`src/hdl/rvx_pkg.sv`:
```
// ----------------------------------------------------------------------------
// RV32IM execute package
// Opcodes, status codes and shared types of the execute block.
// ----------------------------------------------------------------------------
package rvx_pkg;
   localparam int NumRegs = 32;
   localparam int RegIdxW = $clog2(NumRegs);

   localparam logic [6:0] OpcOpImm  = 7'h13;
   localparam logic [6:0] OpcOp     = 7'h33;
   localparam logic [6:0] OpcLui    = 7'h37;
   localparam logic [6:0] OpcAuipc  = 7'h17;
   localparam logic [6:0] OpcJal    = 7'h6f;
   localparam logic [6:0] OpcJalr   = 7'h67;
   localparam logic [6:0] OpcBranch = 7'h63;

   localparam logic [1:0] StatusOk      = 2'd0;
   localparam logic [1:0] StatusIllegal = 2'd1;
   localparam logic [1:0] StatusUnknown = 2'd2;

   // Operations of the shared multiply/divide unit.
   typedef enum logic [1:0] {MdMul, MdDiv} md_op_type;

   typedef struct packed {
      logic        start;
      md_op_type   op;
      logic [2:0]  funct3;
      logic [31:0] a;
      logic [31:0] b;
   } md_req_type;

   typedef struct packed {
      logic        done;
      logic [31:0] result;
   } md_rsp_type;
endpackage

```
`src/hdl/rvx_req_if.sv`:
```
// ----------------------------------------------------------------------------
// Instruction channel
// Valid/ready channel carrying one instruction word per transaction.
// ----------------------------------------------------------------------------
interface rvx_req_if;
   logic        valid;
   logic        ready;
   logic [31:0] instr_word;
   modport source (output valid, output instr_word, input ready);
   modport sink (input valid, input instr_word, output ready);
endinterface

```
`src/hdl/rvx_rsp_if.sv`:
```
// ----------------------------------------------------------------------------
// Result channel
// Valid/ready channel carrying one execution result per transaction.
// ----------------------------------------------------------------------------
interface rvx_rsp_if;
   logic        valid;
   logic        ready;
   logic [31:0] next_pc;
   logic [4:0]  dest_index;
   logic [31:0] dest_value;
   logic        dest_written;
   logic        took_branch;
   logic [1:0]  status;
   modport source (output valid, output next_pc, output dest_index, output dest_value,
                   output dest_written, output took_branch, output status, input ready);
   modport sink (input valid, input next_pc, input dest_index, input dest_value,
                 input dest_written, input took_branch, input status, output ready);
endinterface

```
`src/hdl/rvx_muldiv.sv`:
```
// ----------------------------------------------------------------------------
// Iterative multiply/divide unit
// Shift-add multiplier and restoring divider, one bit per cycle.
// ----------------------------------------------------------------------------
module rvx_muldiv import rvx_pkg::*; (
   input  logic       clock,
   input  logic       reset,
   input  md_req_type md_req,
   output md_rsp_type md_rsp
);
   typedef enum logic [1:0] {Idle, Run, Fin} state_type;
   state_type   state_ff;
   md_op_type   op_ff;
   logic [2:0]  f3_ff;
   logic [5:0]  cnt_ff;
   logic [65:0] acc_ff;      // product, or remainder:quotient
   logic [32:0] mcand_ff;    // multiplicand (33-bit signed) or divisor magnitude
   logic [32:0] mplier_ff;   // multiplier bits shifted out at the bottom
   logic        nq_ff, nr_ff, zero_ff, ovf_ff;
   logic [31:0] a_ff, res_ff;
   logic        done_ff;

   logic        sa, sb;
   logic [32:0] ea, eb;
   logic [32:0] trial;
   logic [63:0] sh;
   logic [66:0] padd;

   always_comb begin
      sa = md_req.a[31] & (md_req.funct3 == 3'd1 || md_req.funct3 == 3'd2
                           || md_req.funct3 == 3'd4 || md_req.funct3 == 3'd6);
      sb = md_req.b[31] & (md_req.funct3 == 3'd1 || md_req.funct3 == 3'd4
                           || md_req.funct3 == 3'd6);
      ea = {sa, md_req.a};
      eb = {sb, md_req.b};
      sh = {acc_ff[62:0], 1'b0};
      // The partial remainder can reach 33 bits once shifted.
      trial = {acc_ff[63], sh[63:32]} - mcand_ff;
      // Signed add of the multiplicand; the top multiplier bit has negative weight.
      if (mplier_ff[0]) begin
         if (cnt_ff == 6'd32) padd = {acc_ff[65], acc_ff}
                                     - {mcand_ff[32], mcand_ff, 33'd0};
         else padd = {acc_ff[65], acc_ff} + {mcand_ff[32], mcand_ff, 33'd0};
      end else begin
         padd = {acc_ff[65], acc_ff};
      end
   end

   always_ff @(posedge clock) begin
      if (reset) begin
         state_ff <= Idle;
         done_ff  <= 1'b0;
      end else begin
         done_ff <= 1'b0;
         case (state_ff)
            Idle: if (md_req.start) begin
               op_ff   <= md_req.op;
               f3_ff   <= md_req.funct3;
               a_ff    <= md_req.a;
               cnt_ff  <= 6'd0;
               zero_ff <= (md_req.b == 32'd0);
               ovf_ff  <= sa && sb && md_req.a == 32'h8000_0000 && md_req.b == 32'hffff_ffff;
               nq_ff   <= sa ^ sb;
               nr_ff   <= sa;
               if (md_req.op == MdMul) begin
                  acc_ff    <= 66'd0;
                  mcand_ff  <= ea;
                  mplier_ff <= eb;
               end else begin
                  acc_ff    <= {34'd0, sa ? (32'd0 - md_req.a) : md_req.a};
                  mcand_ff  <= {1'b0, sb ? (32'd0 - md_req.b) : md_req.b};
                  mplier_ff <= 33'd0;
               end
               state_ff <= Run;
            end
            Run: begin
               if (op_ff == MdMul) begin
                  // Accumulate in the top half, shift right one each step.
                  acc_ff    <= padd[66:1];
                  mplier_ff <= {1'b0, mplier_ff[32:1]};
                  if (cnt_ff == 6'd32) state_ff <= Fin;
               end else begin
                  if (!trial[32]) acc_ff <= {2'b00, trial[31:0], sh[31:1], 1'b1};
                  else acc_ff <= {2'b00, sh};
                  if (cnt_ff == 6'd31) state_ff <= Fin;
               end
               cnt_ff <= cnt_ff + 6'd1;
            end
            Fin: begin
               if (op_ff == MdMul) begin
                  res_ff <= (f3_ff == 3'd0) ? acc_ff[31:0] : acc_ff[63:32];
               end else if (f3_ff[1] == 1'b0) begin
                  if (zero_ff) res_ff <= 32'hffff_ffff;
                  else if (ovf_ff) res_ff <= a_ff;
                  else res_ff <= nq_ff ? (32'd0 - acc_ff[31:0]) : acc_ff[31:0];
               end else begin
                  if (zero_ff) res_ff <= a_ff;
                  else if (ovf_ff) res_ff <= 32'd0;
                  else res_ff <= nr_ff ? (32'd0 - acc_ff[63:32]) : acc_ff[63:32];
               end
               done_ff  <= 1'b1;
               state_ff <= Idle;
            end
            default: state_ff <= Idle;
         endcase
      end
   end

   assign md_rsp.done   = done_ff;
   assign md_rsp.result = res_ff;
endmodule

```
`src/hdl/rv32im_integer_execute.sv`:
```
// A base instruction passes from the Exec state to Resp; a multiply or divide
// also waits in Md for the iterative unit, which works one bit per cycle.
// One instruction is in flight at a time; the next is taken the cycle after the
// result is taken.
// Reset clears the program counter to zero and all register valid bits;
// the register file reads zero until written, held by per-entry valid bits.
// ----------------------------------------------------------------------------
// RV32IM integer execute
// Holds register file and pc, executes one instruction per transaction.
// ----------------------------------------------------------------------------
module rv32im_integer_execute import rvx_pkg::*; (
   input logic         clock,
   input logic         reset,
   rvx_req_if.sink     req,
   rvx_rsp_if.source   rsp
);
   typedef enum logic [1:0] {Idle, Exec, Md, Resp} state_type;
   state_type   state_ff;
   logic [31:0] ins_ff, pc_ff;
   logic [31:0] rf_ff [NumRegs];
   logic [NumRegs-1:0] vld_ff;
   logic [31:0] npc_ff, val_ff;
   logic [4:0]  di_ff;
   logic        wr_ff, tb_ff;
   logic [1:0]  st_ff;
   md_req_type  md_req;
   md_rsp_type  md_rsp;

   logic [6:0]  opc;
   logic [4:0]  rd, rs1, rs2;
   logic [2:0]  f3;
   logic [6:0]  f7;
   logic [31:0] a, b, immi, immb, immj, opb, val, npc, pc4;
   logic        wr, tb, ill, unk, rd_bad, rs1_bad, rs2_bad, lt, ltu, is_md;
   logic [4:0]  shamt;

   function automatic logic [31:0] rd_reg(input logic [4:0] idx,
                                          input logic [NumRegs-1:0] v,
                                          input logic [31:0] r);
      logic [31:0] res;
      res = 32'd0;
      if (idx != 5'd0 && 32'(idx) < NumRegs && v[idx[RegIdxW-1:0]]) res = r;
      return res;
   endfunction

   always_comb begin
      opc = ins_ff[6:0];
      rd  = ins_ff[11:7];
      f3  = ins_ff[14:12];
      rs1 = ins_ff[19:15];
      rs2 = ins_ff[24:20];
      f7  = ins_ff[31:25];
      a = rd_reg(rs1, vld_ff, rf_ff[rs1[RegIdxW-1:0]]);
      b = rd_reg(rs2, vld_ff, rf_ff[rs2[RegIdxW-1:0]]);
      rd_bad  = 32'(rd) >= NumRegs;
      rs1_bad = 32'(rs1) >= NumRegs;
      rs2_bad = 32'(rs2) >= NumRegs;
      immi = {{20{ins_ff[31]}}, ins_ff[31:20]};
      immb = {{20{ins_ff[31]}}, ins_ff[7], ins_ff[30:25], ins_ff[11:8], 1'b0};
      immj = {{12{ins_ff[31]}}, ins_ff[19:12], ins_ff[20], ins_ff[30:21], 1'b0};
      pc4 = pc_ff + 32'd4;
      opb = (opc == OpcOp) ? b : immi;
      shamt = (opc == OpcOp) ? b[4:0] : rs2;
      lt  = $signed(a) < $signed(opb);
      ltu = a < opb;
      npc = pc4; val = 32'd0; wr = 1'b0; tb = 1'b0; ill = 1'b0; unk = 1'b0;
      is_md = 1'b0;
      case (opc)
         OpcOpImm, OpcOp: begin
            if (rd_bad || rs1_bad || (opc == OpcOp && rs2_bad)) ill = 1'b1;
            else if (opc == OpcOp && f7 == 7'd1) begin
               wr = 1'b1; is_md = 1'b1;
            end else begin
               wr = 1'b1;
               if (opc == OpcOp && f7 != 7'd0 && !(f7 == 7'h20 && (f3 == 3'd0 || f3 == 3'd5)))
                  ill = 1'b1;
               if (opc == OpcOpImm && f3 == 3'd1 && f7 != 7'd0) ill = 1'b1;
               if (opc == OpcOpImm && f3 == 3'd5 && f7 != 7'd0 && f7 != 7'h20) ill = 1'b1;
               case (f3)
                  3'd0: val = (opc == OpcOp && f7[5]) ? a - opb : a + opb;
                  3'd1: val = a << shamt;
                  3'd2: val = {31'd0, lt};
                  3'd3: val = {31'd0, ltu};
                  3'd4: val = a ^ opb;
                  3'd5: val = f7[5] ? 32'($signed(a) >>> shamt) : a >> shamt;
                  3'd6: val = a | opb;
                  default: val = a & opb;
               endcase
            end
         end
         OpcLui: begin
            ill = rd_bad; wr = 1'b1; val = {ins_ff[31:12], 12'd0};
         end
         OpcAuipc: begin
            ill = rd_bad; wr = 1'b1; val = pc_ff + {ins_ff[31:12], 12'd0};
         end
         OpcJal: begin
            ill = rd_bad; wr = 1'b1; val = pc4; tb = 1'b1; npc = pc_ff + immj;
         end
         OpcJalr: begin
            ill = f3 != 3'd0 || rd_bad || rs1_bad;
            wr = 1'b1; val = pc4; tb = 1'b1;
            npc = (a + immi) & ~32'd1;
         end
         OpcBranch: begin
            ill = f3 == 3'd2 || f3 == 3'd3 || rs1_bad || rs2_bad;
            case (f3)
               3'd0: tb = a == b;
               3'd1: tb = a != b;
               3'd4: tb = $signed(a) < $signed(b);
               3'd5: tb = !($signed(a) < $signed(b));
               3'd6: tb = a < b;
               default: tb = a >= b;
            endcase
            if (tb) npc = pc_ff + immb;
         end
         default: unk = 1'b1;
      endcase
      if (rd == 5'd0) wr = 1'b0;
      md_req.start  = (state_ff == Exec) && is_md && !ill;
      md_req.op     = f3[2] ? MdDiv : MdMul;
      md_req.funct3 = f3;
      md_req.a      = a;
      md_req.b      = b;
   end

   rvx_muldiv u_md (.clock(clock), .reset(reset), .md_req(md_req), .md_rsp(md_rsp));

   always_ff @(posedge clock) begin
      if (reset) begin
         state_ff <= Idle;
         pc_ff    <= 32'd0;
         vld_ff   <= '0;
      end else begin
         case (state_ff)
            Idle: if (req.valid) begin
               ins_ff   <= req.instr_word;
               state_ff <= Exec;
            end
            Exec: begin
               if (ill || unk) begin
                  npc_ff <= pc_ff; di_ff <= 5'd0; val_ff <= 32'd0; wr_ff <= 1'b0;
                  tb_ff <= 1'b0; st_ff <= unk ? StatusUnknown : StatusIllegal;
                  state_ff <= Resp;
               end else begin
                  npc_ff <= npc; pc_ff <= npc; st_ff <= StatusOk;
                  di_ff <= wr ? rd : 5'd0; wr_ff <= wr; tb_ff <= tb;
                  val_ff <= wr ? val : 32'd0;
                  if (is_md) state_ff <= Md;
                  else begin
                     if (wr) begin
                        rf_ff[rd[RegIdxW-1:0]] <= val;
                        vld_ff[rd[RegIdxW-1:0]] <= 1'b1;
                     end
                     state_ff <= Resp;
                  end
               end
            end
            Md: if (md_rsp.done) begin
               if (wr_ff) begin
                  rf_ff[di_ff[RegIdxW-1:0]]  <= md_rsp.result;
                  vld_ff[di_ff[RegIdxW-1:0]] <= 1'b1;
                  val_ff <= md_rsp.result;
               end
               state_ff <= Resp;
            end
            Resp: if (rsp.ready) state_ff <= Idle;
            default: state_ff <= Idle;
         endcase
      end
   end

   assign req.ready        = state_ff == Idle;
   assign rsp.valid        = state_ff == Resp;
   assign rsp.next_pc      = npc_ff;
   assign rsp.dest_index   = di_ff;
   assign rsp.dest_value   = val_ff;
   assign rsp.dest_written = wr_ff;
   assign rsp.took_branch  = tb_ff;
   assign rsp.status       = st_ff;
endmodule

```
`src/flat_wrapper.sv`:
```
// flat-port wrapper written by rule: the top's interface ports become plain ports
module rv32im_integer_execute_flat import rvx_pkg::*;
  (clock, reset, req_valid, req_instr_word, req_ready, rsp_valid, rsp_next_pc, rsp_dest_index, rsp_dest_value, rsp_dest_written, rsp_took_branch, rsp_status, rsp_ready);
  rvx_req_if req_i ();
  rvx_rsp_if rsp_i ();
  input logic clock;
  input logic reset;
  input wire logic [$bits(req_i.valid)-1:0] req_valid;
  input wire logic [$bits(req_i.instr_word)-1:0] req_instr_word;
  output wire logic [$bits(req_i.ready)-1:0] req_ready;
  output wire logic [$bits(rsp_i.valid)-1:0] rsp_valid;
  output wire logic [$bits(rsp_i.next_pc)-1:0] rsp_next_pc;
  output wire logic [$bits(rsp_i.dest_index)-1:0] rsp_dest_index;
  output wire logic [$bits(rsp_i.dest_value)-1:0] rsp_dest_value;
  output wire logic [$bits(rsp_i.dest_written)-1:0] rsp_dest_written;
  output wire logic [$bits(rsp_i.took_branch)-1:0] rsp_took_branch;
  output wire logic [$bits(rsp_i.status)-1:0] rsp_status;
  input wire logic [$bits(rsp_i.ready)-1:0] rsp_ready;
  assign req_i.valid = req_valid;
  assign req_i.instr_word = req_instr_word;
  assign req_ready = req_i.ready;
  assign rsp_valid = rsp_i.valid;
  assign rsp_next_pc = rsp_i.next_pc;
  assign rsp_dest_index = rsp_i.dest_index;
  assign rsp_dest_value = rsp_i.dest_value;
  assign rsp_dest_written = rsp_i.dest_written;
  assign rsp_took_branch = rsp_i.took_branch;
  assign rsp_status = rsp_i.status;
  assign rsp_i.ready = rsp_ready;
  rv32im_integer_execute u_core (.clock(clock), .reset(reset), .req(req_i), .rsp(rsp_i));
endmodule
```
`config.mk`:
```
export PLATFORM = sky130hd
export DESIGN_NAME = rv32im_integer_execute_flat
export DESIGN_NICKNAME = d
export VERILOG_FILES = /design/src/hdl/rvx_pkg.sv /design/src/hdl/rvx_req_if.sv /design/src/hdl/rvx_rsp_if.sv /design/src/hdl/rvx_muldiv.sv /design/src/hdl/rv32im_integer_execute.sv /design/src/flat_wrapper.sv
export SDC_FILE = /design/constraint.sdc
export NUM_CORES = 2
export LEC_CHECK = 0
export BUFFER_PORTS_ARGS = -buffer_cell sky130_fd_sc_hd__buf_2
export CAP_MARGIN = 10
export CORE_ASPECT_RATIO = 0.7
export CORE_UTILIZATION = 35
export DETAILED_ROUTE_END_ITERATION = 7
export HOLD_SLACK_MARGIN = 0.08
export PLACE_DENSITY = 0.6
export REMOVE_ABC_BUFFERS = 1
export SYNTH_ARGS = -nofsm -noshare
export SYNTH_HDL_FRONTEND = slang
export SYNTH_SLANG_ARGS = --single-unit
```
`constraint.sdc`:
```
create_clock -name clock -period 25.2 [get_ports clock]
set_input_delay 1.26 -clock clock [delete_from_list [all_inputs] [get_ports clock]]
set_output_delay 1.26 -clock clock [all_outputs]
set_load 0.03 [all_outputs]
```
==> key figures <==
Run status
  – Status: finished, violations left
  – Failing checks: max-capacitance violations, max-slew violations

Worst setup path
  – Reg2reg setup slack: 13.41 ns
  – Crit Path Max Fanout: 44
  – CP endpoint kind: register
  – Delay of the slowest cell on the worst path: 0.91 ns
  – CP Buf/Inv Count: 8
  – Worst Path Class, Setup: reg -> reg
  – Startpoint Class: register
  – Cell family with most CP delay: compound AO/OA/AOI/OAI gates
  – FF-to-FF path depth: 24
  – Reg2reg end: u_core.rf_ff[24][28]
  – Critical-path top delay cell: o21ai_0
  – CP Cell Sequence: buf_4 > buf_4 > buf_4 > buf_4 > mux4_2 > mux4_2 > mux2i_1 > nand2b_1 > o21ai_0 > buf_4 > ha_1 > a2111oi_0 > inv_1 > o21ai_0 > buf_4 > a211oi_1 > o21ai_0 > o31ai_1 > mux2_2 > o211ai_1 > nand4_1 > a221oi_2 > a21oi_2 > buf_4
  – Most frequent CP cell: buf_4
  – Stages on worst setup path: 24
  – Crit path required time: 25.74 ns
  – Arrival time worst endpoint: 12.34 ns

Detailed routing
  – Total iterations of the first detailed-routing run: 8
  – Residual DRC: 0
  – Drt total wl: 407500 um
  – 1st-iter DRT viols: 12340
  – Drt wl/cell: 36.80 um
  – Via count: 73990
  – Remaining antenna violation count after routing: 0
  – Vias per std cell: 6.683

Floorplan
  – Initial Util: 0.3536
  – Die area: 257500 sq um
  – Die W: 606.0 um
  – Core area: 252800 sq um
  – # IOs: 111
  – Row count: 154
  – Die H: 424.8 um

Power
  – Pwr Density: 74.86 nW/um^2
  – Power share of the clock group: 0.310
  – Seq pwr share: 0.365
  – Int Pwr: 4.726 mW
  – Leakage: 34.75 nW
  – Sw frac: 0.3648
  – Combinational power share: 0.325
  – Switching power: 2.714 mW
  – Maximum vdd drop: 0.00006553 V

Logic synthesis
  – Fraction of registers with async set/reset: 0
  – Number of synthesized flops with an enable pin: 1338
  – Mapped Avg Cell Area: 11.77 sq um
  – Syn Inst Count: 7592
  – Register bit count reported by yosys: 1416
  – Count of unique library cells instantiated by Yosys: 114
  – Register area share after synthesis: 0.4669
  – Ys Warns: 0
  – Mapped Area: 89390 sq um
  – Top_reg_cell synth: edfxtp_1

Place
  – Gpl congestion: 1.064
  – Place WS: 13.85 ns
  – I/O Buffers: 110
  – DP HPWL: 282900 um

CTS
  – H-tree levels: 4
  – CTS tree: built
  – Post_cts resized: 0
  – Setup Fix Bufs, Post-CTS: 0
  – TritonCTS Buffers: 150
  – Worst-Skew Late Latency: 0.86 ns
  – Clock Path Buffers: 4
  – Root Driver: clkbuf_16
  – Clock sinks: 1416
  – Worst-path clk slew: 0.07 ns
  – CTS Hold Bufs: 0

STA
  – Fmax: 84.78 MHz
  – RSZ-0062 raised after global routing: false
  – Final Setup Violations: 0
  – Pins Over Slew Limit: 7
  – Clk_skew: 0.08221 ns
  – Max_slew headroom: -0.05070
  – Final period utilization: 0.4681
  – Min Tclk post-route: 11.79 ns
  – Tightest Pin Transition: 1.560 ns
  – Hold Fails Final Rpt: 0
  – Final WS setup: 13.41 ns
  – Final setup TNS: 0 ns

Worst hold path
  – Worst min path class: reg -> reg
  – Hold path depth: 2
  – Hold_sp: u_core.pc_ff[0]
  – Hold EP: u_core.pc_ff[0]

Final layout
  – Fin util: 0.3931
  – Commonest non-fill, non-tap cell in the layout: edfxtp_1
  – Fraction of layout cells with a size suffix above 1: 0.1764
  – Area delta synth->final: 11.17%
  – Commonest cells after routing, fill and taps aside: 1338 x edfxtp_1, 594 x nand2_1, 498 x mux4_2
  – NumNets Final: 7939

Global routing
  – Antenna violations before repair: 32
  – Via count of the first global-routing pass: 68280
  – Grt ovf: 0
  – GRT Total Usage: 0.3078
  – First-pass GRT wire length: 558000 um
  – Largest net degree at the start of global routing: 130

Run
  – Max-cap violations: 2
-- cell families (layout without fill, tap and decap cells) --
family / count (synthesis) / in the layout / share of synthesized area
muxes: 945 / 945 / 0.1769
AOI/OAI and AO/OA: 2000 / 2000 / 0.1481
xor gates and xnor gates: 310 / 310 / 0.03037
buffers and inverters: 748 / 867 / 0.03669
other: 0 / 7 / 0
DFF: 1416 / 1416 / 0.4669
adders and majority gates: 301 / 301 / 0.04280
and+or+nand+nor: 1872 / 1872 / 0.09816
-- worst min-delay path: stages (launching register included) --
cell and delay [ns]:
dfxtp_1 0.32, inv_1 0.07, a311oi_1 0.05
-- layer usage --
layer	share of wire	track usage
met1	0.42	0.4538
met2	0.39	0.4046
met3	0.16	0.1328
met5	0.0011	0.005353
met4	0.031	0.08001
-- how the worst max path moves through the flow --
stage,end
2_1_floorplan,u_core.rf_ff[0][9]
3_3_place_gp,u_core.rf_ff[26][21]
3_5_place_dp,u_core.rf_ff[31][21]
4_1_cts,u_core.rf_ff[12][21]
5_1_grt,u_core.rf_ff[12][21]
6_report,u_core.rf_ff[24][28]
-- power groups by stage --
stage               Sequential [mW]  Clock, mW  Combinational [mW]
finish                         2.71       2.30                2.42
CTS                            2.71       2.32                2.31
global placement               2.76          0                2.29
detailed placement             2.76          0                2.30
floorplan                      2.88          0                1.45
global route                   2.72       2.40                2.47
-- cell type report --
| cell class | count | area, sq um |
|---|---|---|
| repair buffers | 377 | 2638 |
| inverters | 229 | 864.6 |
| fillers | 24050 | 153400 |
| diodes | 7 | 17.52 |
| clock inverters | 85 | 937.1 |
| clock buffers | 176 | 3925 |
| well taps | 3354 | 4197 |
| multi-input cells | 5428 | 45030 |
| flip-flops and latches | 1416 | 41770 |
-- Yosys cell counts (173+ instances only) --
library cell / count / area share
xnor2_1: 195 / 0.019
nand2_1: 594 / 0.025
mux2i_1: 376 / 0.042
a21oi_1: 437 / 0.024
clkbuf_1: 301 / 0.013
o21ai_0: 422 / 0.024
nand3_1: 173 / 0.0097
ha_1: 293 / 0.041
inv_1: 215 / 0.0090
mux4_2: 498 / 0.13
nor2_1: 515 / 0.022
edfxtp_1: 1338 / 0.45
-- state kept, by name (all words and copies together), names as in the netlist, 2 cells and up, named ones only --
signal,count
u_core.rf_ff,1024
u_core.u_md.acc_ff,66
u_core.u_md.mcand_ff,33
u_core.u_md.mplier_ff,33
u_core.ins_ff,32
u_core.pc_ff,32
u_core.rsp.dest_value,32
u_core.rsp.next_pc,32
u_core.u_md.a_ff,32
u_core.u_md.res_ff,32
u_core.vld_ff,31
u_core.u_md.cnt_ff,6
u_core.rsp.dest_index,5
u_core.rsp.status,2
u_core.state_ff,2
u_core.u_md.f3_ff,2
u_core.u_md.state_ff,2
-- metrics by stage --
stage | instances | total power, mW | cell area (sq um) | hold WS (ns)
6_report | 11070 | 7.439 | 99370 | 0.4851
5_1_grt | 11070 | 7.593 | 99360 | 0.4919
4_1_cts | 11060 | 7.343 | 99330 | 0.4832
3_5_place_dp | 10800 | 5.058 | 94470 | 0.4728
3_3_place_gp | 10800 | 5.055 | 94460 | 0.4691
2_1_floorplan | 7073 | 4.332 | 86970 | 0.4301
(Power assumes the default switching activity.)
